[src/rtl/assert_macros.svh]
`ifndef ASSERT_MACROS_SVH
`define ASSERT_MACROS_SVH

// concurrent check sampled on the rising clock edge, off during reset
`define ASSERT_CLK(label, prop, msg) \
   label: assert property (@(posedge clock) disable iff (reset) (prop)) else $error(msg);

// implication form: once cond holds, prop must hold in the same cycle
`define ASSERT_IMPL(label, cond, prop, msg) \
   label: assert property (@(posedge clock) disable iff (reset) (cond) |-> (prop)) \
      else $error(msg);

`endif

[src/rtl/mi3_pkg.sv]
`timescale 1ns / 1ps
package mi3_pkg;

   localparam int MAT_N = 9;
   // determinant width at the smallest fraction width (65 - 8)
   localparam int DET_W = 57;

   typedef struct packed {
      logic                    singular;
      logic signed [DET_W-1:0] det;
      logic [MAT_N-1:0][31:0]  cof;
      logic [MAT_N-1:0][31:0]  mat;
   } item_type;

endpackage

[src/rtl/mi3_queue.sv]
`timescale 1ns / 1ps
`include "assert_macros.svh"
module mi3_queue import mi3_pkg::*; (
   input  logic     clock,
   input  logic     reset,
   input  logic     push,
   input  item_type push_item,
   input  logic     pop,
   output item_type head,
   output logic     full,
   output logic     empty
);

   item_type mem_ff [2];
   logic wr_ptr_ff, wr_ptr_in;
   logic rd_ptr_ff, rd_ptr_in;
   logic [1:0] cnt_ff, cnt_in;

   assign full  = (cnt_ff == 2'd2);
   assign empty = (cnt_ff == 2'd0);
   assign head  = mem_ff[rd_ptr_ff];

   always_comb begin
      wr_ptr_in = wr_ptr_ff ^ push;
      rd_ptr_in = rd_ptr_ff ^ pop;
      cnt_in    = cnt_ff + 2'(push) - 2'(pop);
   end

   always_ff @(posedge clock) begin
      if (reset) begin
         wr_ptr_ff <= 1'b0;
         rd_ptr_ff <= 1'b0;
         cnt_ff    <= 2'd0;
      end else begin
         wr_ptr_ff <= wr_ptr_in;
         rd_ptr_ff <= rd_ptr_in;
         cnt_ff    <= cnt_in;
      end
   end

   always_ff @(posedge clock) begin
      if (push) begin
         mem_ff[wr_ptr_ff] <= push_item;
      end
   end

   `ASSERT_IMPL(a_no_overflow, push, !full || pop, "request pushed into full queue")
   `ASSERT_IMPL(a_no_underflow, pop, !empty, "pop from empty queue")
   `ASSERT_CLK(a_cnt_range, cnt_ff <= 2'd2, "queue count out of range")

endmodule

[config.mk]
export PLATFORM = sky130hd
export DESIGN_NAME = mi3_queue
export DESIGN_NICKNAME = d
export VERILOG_FILES = /design/src/rtl/mi3_pkg.sv /design/src/rtl/mi3_queue.sv
export VERILOG_INCLUDE_DIRS = /design/src /design/src/rtl
export SDC_FILE = /design/constraint.sdc
export NUM_CORES = 1
export LEC_CHECK = 0
export ABC_AREA = 1
export BUFFER_PORTS_ARGS = -buffer_cell sky130_fd_sc_hd__buf_2
export CORE_AREA = 4 4 491 493
export DETAILED_ROUTE_END_ITERATION = 16
export DIE_AREA = 0 0 495 497
export GPL_TIMING_DRIVEN = 0
export PLACE_DENSITY = 0.43
export SLEW_MARGIN = 20
export SYNTH_ARGS = -nofsm -noshare
export SYNTH_HDL_FRONTEND = slang
export SYNTH_SLANG_ARGS = --single-unit
[constraint.sdc]
create_clock -name clock -period 19.65 [get_ports clock]
set_input_delay 0.9825 -clock clock [delete_from_list [all_inputs] [get_ports clock]]
set_output_delay 0.9825 -clock clock [all_outputs]
set_load 0.05 [all_outputs]
* After elaboration in Yosys (flattened, before gate mapping)
Memory sizes are Yosys's and may differ from the RTL's. A register that Yosys moved wholly into a read port is not among the register bits.
Index checks and enable logic that the tools add are counted.
** Storage, ports and cells
- Register bits after elaboration :: 4
- Latch bits :: 0
- Bits in writable memories :: 1268
- ROM bits :: 0
- Bits of input ports :: 638
- Output and inout bits :: 636
- Memories kept :: 1
** Cells by class
- Add/sub/neg operators :: 2
- $mul :: 0
- Divide/modulo/power cells :: 0
- $lt $le $gt $ge :: 0
- Equality and inequality tests :: 1
- Shift-type cells :: 0
- Mux-type cells :: 3
- Bitwise gates (word level) :: 2
- Reduce and logical (&&, ||, !) cells :: 1
** Memories
- mem_ff :: depth 2, bits a word 634, rd ports 1, clocked after memory_dff 1, wr ports 1, RTL line mi3_queue.sv:14 : item_type mem_ff [2];
** Operator list (number)
- $mux 1 :: 3
- $add 2x1->2 :: 1
- $eq 2x2->1 const B :: 1
- $logic_not 2->1 :: 1
- $sub 2x1->2 :: 1
- $xor 1x1->1 :: 2

* Longest topological paths before layout
Gate-level depths: netlist of run 1.
- Depth after elaboration :: 2
- Gate-level depth with buffers :: 9

* Least setup slack after synthesis of run 1
OpenSTA, ideal clock, no wires.
- Kind :: input-to-reg
- Start :: in push
- End :: mem mem_ff[0][0] (netlist name), enable pin
- Setup time :: 1088 ps
- Arrival :: 15429 ps
- Data required time :: 18562 ps
- Setup slack :: 3133 ps
- Cell stages on the path :: 1
- Buffers on the path :: 0
- Cells stage by stage :: ha_1
** On the way
- Longest elaborated chain between the ends :: 2
** RTL lines
- start: declaration :: RTL line mi3_queue.sv:6 : input logic push,
- $mux 1 :: RTL line mi3_queue.sv:42 : if (push) begin
- $mux 1 (not written as such) :: RTL line mi3_queue.sv:43 : mem_ff[wr_ptr_ff] <= push_item;
- end: declaration :: RTL line mi3_queue.sv:14
Every way passes these cells.

==> run_results.csv, run 1 <==
group,metric,value,unit
worst_setup_path,path_max_fanout,10,
floorplanning,die_h,497,um
floorplanning,core_area,237000,sq um
clock_network,postCtsHoldBufs,0,
sta,worst_slew_pin_slew,0.569,ns
job,max_cap_violations,0,
global_route,grt_pass1_wl,216000,um
synth,synth_top_family_by_area,"multiplexers",
sta,timing.final.hold_violations,0,
clock_network,clkLatencyLatePin,0.77,ns
floorplanning,fp.dieW,495,um
sta,worst_slack,15.54,ns
global_route,grt.total_usage,0.126,
synth,synth_common_cells,"1268 x edfxtp_1, 484 x mux2_2, 150 x mux2_4",
worst_setup_path,crit_top_cell,"buf_2",
drt,drc,0,
drt,drtAntennaViolNets,0,
placed_design,portBuffers,1273,
drt,first_pass_iters,5,
power_and_ir_drop,ir_worst_vdd,0.0794,mV
synth,synth_compound_area_frac,0.000108,
sta,fin_crit_sh,0.209,
layout,nets,4096,
placed_design,place_ws,15.39,ns
placed_design,dpl.hpwl,126000,um
worst_hold_path,min_path_type,"input port to register",
sta,max_slew_margin,0.620,
clock_network,cts_buffers,147,
power_and_ir_drop,power-per-cell-area,113,nW/um^2
synth,yosys.area_share.simple,0.000835,
synth,synth_top_area_cell,"edfxtp_1",
power_and_ir_drop,power.leakage,0.0229,uW
layout,stdcell_count,6751,
synth,synth-xor-area-share,0.000189,
synth,synth_edf_count,1268,
clock_network,clk_pin_slew,0.06,ns
floorplanning,rows,179,
synth,netlist_top_cells_area,"edfxtp_1 82%, mux2_2 12%, mux2_4 4.8%, buf_2 0.57%, buf_6 0.44%",
clock_network,cts_resized,0,
outcome,outcome,"finished clean",
sta,fmax,243,MHz
global_route,antenna_found_initial,129,
worst_setup_path,crit_slowest_cell,"buf_2",
worst_setup_path,critPathTopFamily,"buffers and inverters",
layout,drive_above_1_share,0.618,
sta,rsz0062_at_grt,"no",
drt,routed_wl,162000,um
clock_network,cts_root_buffer,"clkbuf_16",
placed_design,placed_cell_area,57600,sq um
clock_network,postCtsSetupBuffers,0,
floorplanning,num_io_pins,1274,
worst_setup_path,path_cells,"buf_2, buf_2, buf_2, mux2_2, buf_2",
synth,syn_inst,2000,
placed_design,gp_congestion,0.834,
worst_setup_path,crit_buf_inv,4,
synth,yosys.area_share.adder,0.00108,
sta,finalCriticalPeriod,4.11,ns
drt,routed_via_density,3.74,
worst_setup_path,crit_path_start_kind,"register",
synth,ys.flop_type,"edfxtp_1",
drt,drt_iter0_drc,1435,
clock_network,cts_tree,"yes",
synth,postSynth.asyncResetShare,0,
floorplanning,start_util,0.196,
global_route,grt_pass1_vias,26317,
placed_design,dp_cells,6472,
layout,syn2layout_area_growth,33.9,%
synth,yosysSeqAreaShare,0.821,
layout,final_area,62200,sq um
clock_network,clock_path_buffers,3,
floorplanning,die_area,246000,sq um
worst_setup_path,critPathKind,"register to output port",
sta,slew_violations,0,
worst_setup_path,critPathRequiredTime,18.67,ns
worst_setup_path,crit_path_end_kind,"output port",
clock_network,cts.sinks,1272,
global_route,grt_start_max_net_pins,47,
sta,clock_skew,0.0206,ns
worst_setup_path,crit_arrival,3.13,ns
synth,synth_area,46500,sq um
layout,utilization,0.263,
sta,finalSetupTns,0,ns
synth,yosysMostFrequentCell,"edfxtp_1",
synth,syn_nets,2642,
worst_setup_path,r2r_slack,16.31,ns
synth,ys_types,13,
synth,yosys-mux-area-fraction,0.166,
synth,ys_ff_latch,1272,
synth,avgSynthCellArea,23.2,sq um
synth,yosys_warnings,0,
clock_network,htree_levels,4,
worst_setup_path,cpPeakStageDelay,0.55,ns
synth,synth_top_area_frac,0.820,
drt,vias,25250,
global_route,globalRoute.totalOverflow,0,
sta,finalSetupViolations,0,
drt,wl_per_cell,24.0,um
state kept, by name (all words and copies together) (netlist names):
name and flops:
mem_ff 1268, cnt_ff 2, wr_ptr_ff 1, rd_ptr_ff 1
final timing paths:
check                            start                  endpoint  depth (start not counted)
hold / removal          push_item[605]  mem_ff[1][605]$_DFFE_PP_                          1
setup / recovery  rd_ptr_ff$_SDFF_PP0_                 head[246]                          5
setup reg to reg  wr_ptr_ff$_SDFF_PP0_  mem_ff[1][584]$_DFFE_PP_                          8
hold reg to reg   cnt_ff[1]$_SDFF_PP0_      cnt_ff[1]$_SDFF_PP0_                          3
stage by stage:
step	hold WS [ns]	total power, uW
floorplan	0.519	4200
global placement	0.558	4710
detailed placement	0.571	4540
CTS	0.299	7180
global route	0.309	7340
finish	0.405	7040
layout make-up:
type | count | area (sq um)
inverters | 7 | 26.3
fillers | 24474 | 175000
repair buffers | 1305 | 7200
plain buffers | 71 | 468
diodes | 20 | 50.0
well taps | 3167 | 3960
flip-flops and latches | 1272 | 38200
clock buffers | 189 | 3900
multi-input cells | 650 | 7830
clock inverters | 70 | 612
where the power goes:
group	leakage, uW	internal [uW]	switching [uW]
Sequential	0.0119	3170	30.1
Combinational	0.00874	342	914
Clock	0.00220	1500	1090
cells in the final DEF (no fill, tap or decap), types with 6 or more instances in the layout:
master,instances
mux2_2,484
clkinv_1,30
buf_12,7
nor2_1,6
diode_2,20
buf_16,25
clkinv_2,18
clkbuf_1,39
mux2_4,150
bufinv_16,7
clkbuf_16,150
edfxtp_1,1268
buf_6,18
buf_2,1326
inv_1,7
routing by layer:
layer / up-vias / track usage / part of all wire
li1: 10979 / - / -
met1: 12636 / 0.145 / 0.39
met2: 1162 / 0.210 / 0.47
met3: 361 / 0.0614 / 0.11
met4: 112 / 0.0297 / 0.022
met5: - / 0 / 0.0042
cells by family (layout without fill, tap and decap cells):
logic type | count (synthesis) | after routing
xor+xnor | 1 | 1
compound gates | 1 | 1
other cells | 0 | 20
fa+ha+maj | 4 | 4
simple gates | 10 | 10
flops | 1272 | 1272
mux | 634 | 634
buf+inv | 78 | 1642
No activity file was read; power rests on OpenSTA's default activity.
==> inputs of run 2 (changes only) <==
ABC_AREA = 0   (was 1)
clock period = 4.1 ns   (was 19.65 ns; I/O delays follow)
==> run 2 against run 1 <==
Effect of this change:
- die area did not move
- synthesized cell count fell by 0.40%
- area after synthesis barely moved
- final area rose by 11%
- highest routed layer unchanged
- clock-buffer cell count rose by 7
- global-route usage rose by 0.56 points
- total power rose to 5.0 times the previous value
- critical path depth did not move
- critical path type unchanged
- largest cell class unchanged
- cell count rose by 9.6%
- clock power rose to 5.0 times the previous value
- hold slack got worse by 0.26 ns
- sequential cell count did not move
==> run_results.csv, run 2 <==
group,metric,value,unit
clock_network,clock_path_buffers,3,
synth,avgSynthCellArea,23.3,sq um
floorplanning,die_area,246000,sq um
sta,finalSetupTns,0,ns
sta,rsz0062_at_grt,"no",
outcome,outcome,"finished clean",
layout,top_regs,"mem_ff x1268, cnt_ff x2",
clock_network,cts_tree,"yes",
power_and_ir_drop,ir_worst_vdd,0.342,mV
power_and_ir_drop,p_clk_frac,0.370,
power_and_ir_drop,pwr-share-comb,0.190,
global_route,grt_start_max_net_pins,46,
layout,drive_above_1_share,0.528,
drt,first_pass_iters,5,
worst_setup_path,crit_top_cell,"buf_2",
worst_setup_path,crit_slowest_cell,"buf_2",
sta,worst_slack,0.905,ns
sta,finalCriticalPeriod,3.20,ns
placed_design,portBuffers,1273,
drt,drt_iter0_drc,1506,
worst_setup_path,path_max_fanout,10,
synth,postSynth.asyncResetShare,0,
worst_setup_path,path_cells,"buf_2, buf_2, buf_2, mux2_2, buf_2",
global_route,antenna_found_initial,76,
synth,ys.flop_type,"edfxtp_1",
placed_design,gp_congestion,0.835,
sta,clock_skew,0.0399,ns
global_route,grt_pass1_vias,29262,
synth,synth_area,46400,sq um
synth,synth_edf_count,1268,
layout,largest_reg_flops,1268,
synth,synth_top_area_cell,"edfxtp_1",
drt,wl_per_cell,22.8,um
worst_setup_path,crit_arrival,2.99,ns
power_and_ir_drop,p_seq_frac,0.440,
clock_network,postCtsSetupBuffers,0,
synth,synth_common_cells,"1268 x edfxtp_1, 484 x mux2_2, 150 x mux2_4",
clock_network,htree_levels,4,
drt,drc,0,
synth,syn_nets,2634,
floorplanning,num_io_pins,1274,
worst_setup_path,critPathTopFamily,"buffers and inverters",
clock_network,postCtsHoldBufs,638,
layout,syn2layout_area_growth,48.3,%
sta,max_slew_margin,0.586,
worst_setup_path,crit_path_start_kind,"register",
worst_setup_path,critPathRequiredTime,3.89,ns
drt,vias,27464,
layout,final_cell_mix,"1326 x buf_2, 1268 x edfxtp_1, 638 x dlygate4sd3_1",
synth,syn_inst,1992,
power_and_ir_drop,switching_power,10200,uW
floorplanning,die_h,497,um
layout,layout_commonest_cell,"buf_2",
clock_network,cts_resized,0,
drt,routed_via_density,3.71,
power_and_ir_drop,power-per-cell-area,507,nW/um^2
power_and_ir_drop,power.leakage,0.0257,uW
layout,final_area,68900,sq um
drt,routed_wl,169000,um
sta,finalSetupViolations,0,
global_route,globalRoute.totalOverflow,0,
drt,drtAntennaViolNets,0,
worst_setup_path,critPathKind,"register to output port",
job,max_cap_violations,0,
clock_network,clkLatencyLatePin,0.78,ns
placed_design,dpl.hpwl,129000,um
sta,fmax,313,MHz
layout,largest-register,"mem_ff",
synth,netlist_top_cells_area,"edfxtp_1 82%, mux2_2 12%, mux2_4 4.8%, buf_2 0.57%, buf_6 0.44%",
sta,timing.final.hold_violations,0,
global_route,grt.total_usage,0.132,
layout,utilization,0.291,
sta,worst_slew_pin_slew,0.621,ns
global_route,grt_pass1_wl,229000,um
placed_design,placed_cell_area,57700,sq um
sta,fin_crit_sh,0.779,
clock_network,cts_root_buffer,"clkbuf_16",
worst_setup_path,crit_buf_inv,4,
synth,ys_types,12,
floorplanning,start_util,0.196,
placed_design,place_ws,1.22,ns
synth,synth_top_area_frac,0.820,
floorplanning,fp.dieW,495,um
worst_setup_path,cpPeakStageDelay,0.48,ns
synth,yosys_warnings,0,
floorplanning,rows,179,
layout,nets,4733,
clock_network,clk_pin_slew,0.06,ns
sta,slew_violations,0,
power_and_ir_drop,internal_power,24700,uW
synth,yosysMostFrequentCell,"edfxtp_1",
worst_setup_path,crit_path_end_kind,"output port",
clock_network,cts.sinks,1272,
worst_hold_path,min_path_type,"input port to register",
clock_network,cts_buffers,152,
floorplanning,core_area,237000,sq um
synth,yosysSeqAreaShare,0.822,
synth,ys_ff_latch,1272,
power_and_ir_drop,p_sw_frac,0.292,
## run 2: logic make-up after synthesis
logic type | after synthesis | synth area share
mux | 634 | 0.166
simple gates | 6 | 0.000593
buf+inv | 74 | 0.0103
xor+xnor | 2 | 0.000673
fa+ha+maj | 4 | 0.00108
flops | 1272 | 0.822
## run 2: final timing paths
kind / start / endpoint / slack [ns] / cells after the start
setup / recovery: rd_ptr_ff$_SDFF_PP0_ / head[243] / 0.90 / 5
setup reg to reg: wr_ptr_ff$_SDFF_PP0_ / mem_ff[1][544]$_DFFE_PP_ / 1.33 / 6
hold / removal: push_item[505] / mem_ff[1][505]$_DFFE_PP_ / 0.15 / 2
hold reg to reg: cnt_ff[1]$_SDFF_PP0_ / cnt_ff[1]$_SDFF_PP0_ / 0.66 / 2
## run 2: layer usage
metal	track usage	vias to the layer above	routed length, um
met5	0	-	212
met4	0.0311	36	3540
met3	0.0522	265	15800
met2	0.227	1118	82300
met1	0.153	13787	66800
li1	-	12258	-
## run 2: per-stage QoR
stage	hold slack, ns	total power [uW]	instances
after detailed placement	0.396	21800	6466
after global routing	0.0779	36400	7385
after global placement	0.392	21900	6432
final	0.145	34900	7396
after CTS	0.0230	35600	7373
after floorplan	0.264	19800	1992
## run 2: power groups by stage
| stage | clock [uW] | combinational (uW) | sequential (uW) |
|---|---|---|---|
| floorplan | 0 | 4040 | 15700 |
| CTS | 13500 | 6790 | 15400 |
| global route | 14000 | 6960 | 15400 |
| detailed placement | 0 | 6190 | 15600 |
| finish | 12900 | 6630 | 15300 |
| global placement | 0 | 6030 | 15900 |
## run 2: cell type report
cell class	count	area, sq um
sequential	1272	38200
inverter	3	11.3
buffer	71	468
clock inverter	73	691
clock buffer	196	4050
antenna	23	57.6
tap	3167	3960
timing repair buffer	1945	13600
fill	24036	168000
multi-input combinational	646	7840
==> inputs of run 3 (changes only) <==
ABC_AREA = 1   (was 0)
clock period = 3 ns   (was 4.1 ns; I/O delays follow)
==> run 3 against run 2 <==
Effect of this change:
- combinational power is 37% higher
- core utilization is 0.14 points higher
- clock skew is 0.019 ns lower
- clock-buffer cell count is 18 lower
- sequential power is 37% higher
- hold slack worse by 0.042 ns
- clock power is 37% higher
- largest power group unchanged
==> run_results.csv, run 3 (same netlist as run 1, synthesis figures left out) <==
group,metric,value,unit
outcome,outcome,"finished clean",
clock_network,cts_tree,"yes",
worst_setup_path,critPathRequiredTime,3.43,ns
sta,clock_skew,0.0205,ns
layout,syn2layout_area_growth,49.0,%
worst_setup_path,r2r_slack,0.17,ns
global_route,globalRoute.totalOverflow,0,
global_route,antenna_found_initial,71,
layout,drive_above_1_share,0.525,
worst_setup_path,r2r-end,"mem_ff[1][527]$_DFFE_PP_",
layout,utilization,0.292,
worst_setup_path,path_cells,"ha_4, buf_12, buf_12, buf_16, buf_16, buf_16, buf_16",
layout,nets,4763,
drt,wl_per_cell,22.2,um
clock_network,cts_buffers,150,
worst_hold_path,min_from,"push_item[48]",
global_route,grt.total_usage,0.128,
drt,first_pass_iters,5,
sta,slew_violations,0,
worst_hold_path,min_path_type,"input port to register",
clock_network,cts_root_buffer,"clkbuf_16",
sta,finalSetupTns,0,ns
floorplanning,start_util,0.196,
floorplanning,fp.dieW,495,um
layout,fill_cells,23987,
floorplanning,rows,179,
worst_setup_path,regToRegStartpoint,"wr_ptr_ff$_SDFF_PP0_",
layout,final_area,69200,sq um
sta,fmax,353,MHz
drt,drtAntennaViolNets,0,
power_and_ir_drop,ir_worst_vdd,0.445,mV
layout,top_regs,"mem_ff x1268, cnt_ff x2",
worst_setup_path,critPathKind,"register to register",
worst_hold_path,min_path_cells,2,
worst_setup_path,crit_arrival,3.26,ns
worst_setup_path,crit_path_start_kind,"register",
clock_network,cts.sinks,1272,
worst_setup_path,crit_path_end_kind,"register",
floorplanning,die_area,246000,sq um
sta,finalCriticalPeriod,2.83,ns
power_and_ir_drop,power-per-cell-area,689,nW/um^2
drt,routed_via_density,3.68,
power_and_ir_drop,power.leakage,0.0258,uW
drt,vias,27340,
layout,multi_input_area,7830,sq um
layout,layout_commonest_cell,"buf_2",
global_route,grt_pass1_vias,29455,
placed_design,dpl.hpwl,126000,um
worst_setup_path,path_max_fanout,44,
clock_network,clock_path_buffers,3,
layout,largest_reg_flops,1268,
sta,timing.final.hold_violations,0,
placed_design,portBuffers,1273,
drt,drc,0,
worst_setup_path,crit_top_cell,"buf_16",
layout,regArea,38200,sq um
sta,worst_slew_pin_slew,0.448,ns
worst_setup_path,crit_slowest_cell,"dfxtp_2",
worst_setup_path,reg2reg_depth,7,
sta,fin_crit_sh,0.943,
drt,drt_iter0_drc,1406,
clock_network,clk_pin_slew,0.06,ns
layout,final_cell_mix,"1301 x buf_2, 1268 x edfxtp_1, 660 x dlygate4sd3_1",
layout,largest-register,"mem_ff",
placed_design,placed_cell_area,57600,sq um
clock_network,clkLatencyLatePin,0.76,ns
sta,rsz0062_at_grt,"no",
sta,max_slew_margin,0.704,
clock_network,htree_levels,4,
floorplanning,num_io_pins,1274,
floorplanning,core_area,237000,sq um
placed_design,gp_congestion,0.819,
floorplanning,die_h,497,um
sta,finalSetupViolations,0,
drt,routed_wl,165000,um
job,max_cap_violations,0,
worst_setup_path,cpPeakStageDelay,0.35,ns
worst_hold_path,holdPathEnd,"mem_ff[1][48]$_DFFE_PP_",
global_route,grt_pass1_wl,224000,um
global_route,grt_start_max_net_pins,46,
-- run 3: cell count changes in the layout (fill, tap and decap cells not counted), sizes merged, moves of 3 or more --
cell / change
bufinv: +3
nand2: +3
dlygate4sd3: +22
clkbuf: -18
clkinv: +20
-- run 3: stage by stage --
stage	cells	power (uW)	hold WS [ns]	worst slack [ns]
final	7431	47700	0.103	0.170
after global routing	7422	49700	0.0373	0.0166
after CTS	7405	48600	0.000247	0.00229
after detailed placement	6474	29700	0.341	0.00546
after global placement	6440	29900	0.337	-6.07
after floorplan	2000	27000	0.209	-2.36
-- run 3: what timing repair did --
item	CTS	global route
endpoints found under the setup margin	551	88
setup buffers	0	2
hold endpoints to repair	1312	0
hold buffers	660	0
resized for setup	33	0
-- run 3: cell type report --
| class | instances | share of cell area |
|---|---|---|
| clock inverter | 93 | 0.0126 |
| tap | 3167 | 0.0573 |
| multi-input combinational | 650 | 0.113 |
| clock buffer | 178 | 0.0564 |
| antenna | 24 | 0.000868 |
| sequential | 1272 | 0.551 |
| inverter | 7 | 0.000380 |
| buffer | 71 | 0.00812 |
| timing repair buffer | 1969 | 0.200 |
-- run 3: worst max path at each step --
| stage | startpoint | to | slack [ns] | cells past startpoint |
|---|---|---|---|---|
| 2_1_floorplan | wr_ptr_ff$_SDFF_PP0_ | mem_ff[0][0]$_DFFE_PP_ | -2.36 | 2 |
| 3_3_place_gp | wr_ptr_ff$_SDFF_PP0_ | mem_ff[0][477]$_DFFE_PP_ | -6.07 | 2 |
| 3_5_place_dp | wr_ptr_ff$_SDFF_PP0_ | mem_ff[0][451]$_DFFE_PP_ | 0.005 | 8 |
| 4_1_cts | wr_ptr_ff$_SDFF_PP0_ | mem_ff[0][491]$_DFFE_PP_ | 0.002 | 8 |
| 5_1_grt | wr_ptr_ff$_SDFF_PP0_ | mem_ff[0][527]$_DFFE_PP_ | 0.02 | 8 |
| 6_report | wr_ptr_ff$_SDFF_PP0_ | mem_ff[1][527]$_DFFE_PP_ | 0.17 | 7 |
-- run 3: power by group --
group | internal, uW | switching [uW] | total [uW]
Sequential | 20800 | 198 | 21000
Combinational | 2840 | 6230 | 9070
Clock | 10200 | 7440 | 17700
Total | 33800 | 13900 | 47700
-- run 3: critical path: cells and delay by family (launching register included) --
family / cells / cell delay, ns
buffers and inverters: 6 / 1.61
DFF: 1 / 0.35
adders and majority gates: 1 / 0.35
-- run 3: layer usage --
layer  vias up  global-route usage  part of all wire
met4        42              0.0429             0.032
met2      1105               0.216              0.48
li1      12335                   -                 -
met1     13562               0.144              0.38
met5         -                   0            0.0016
met3       296              0.0579              0.11
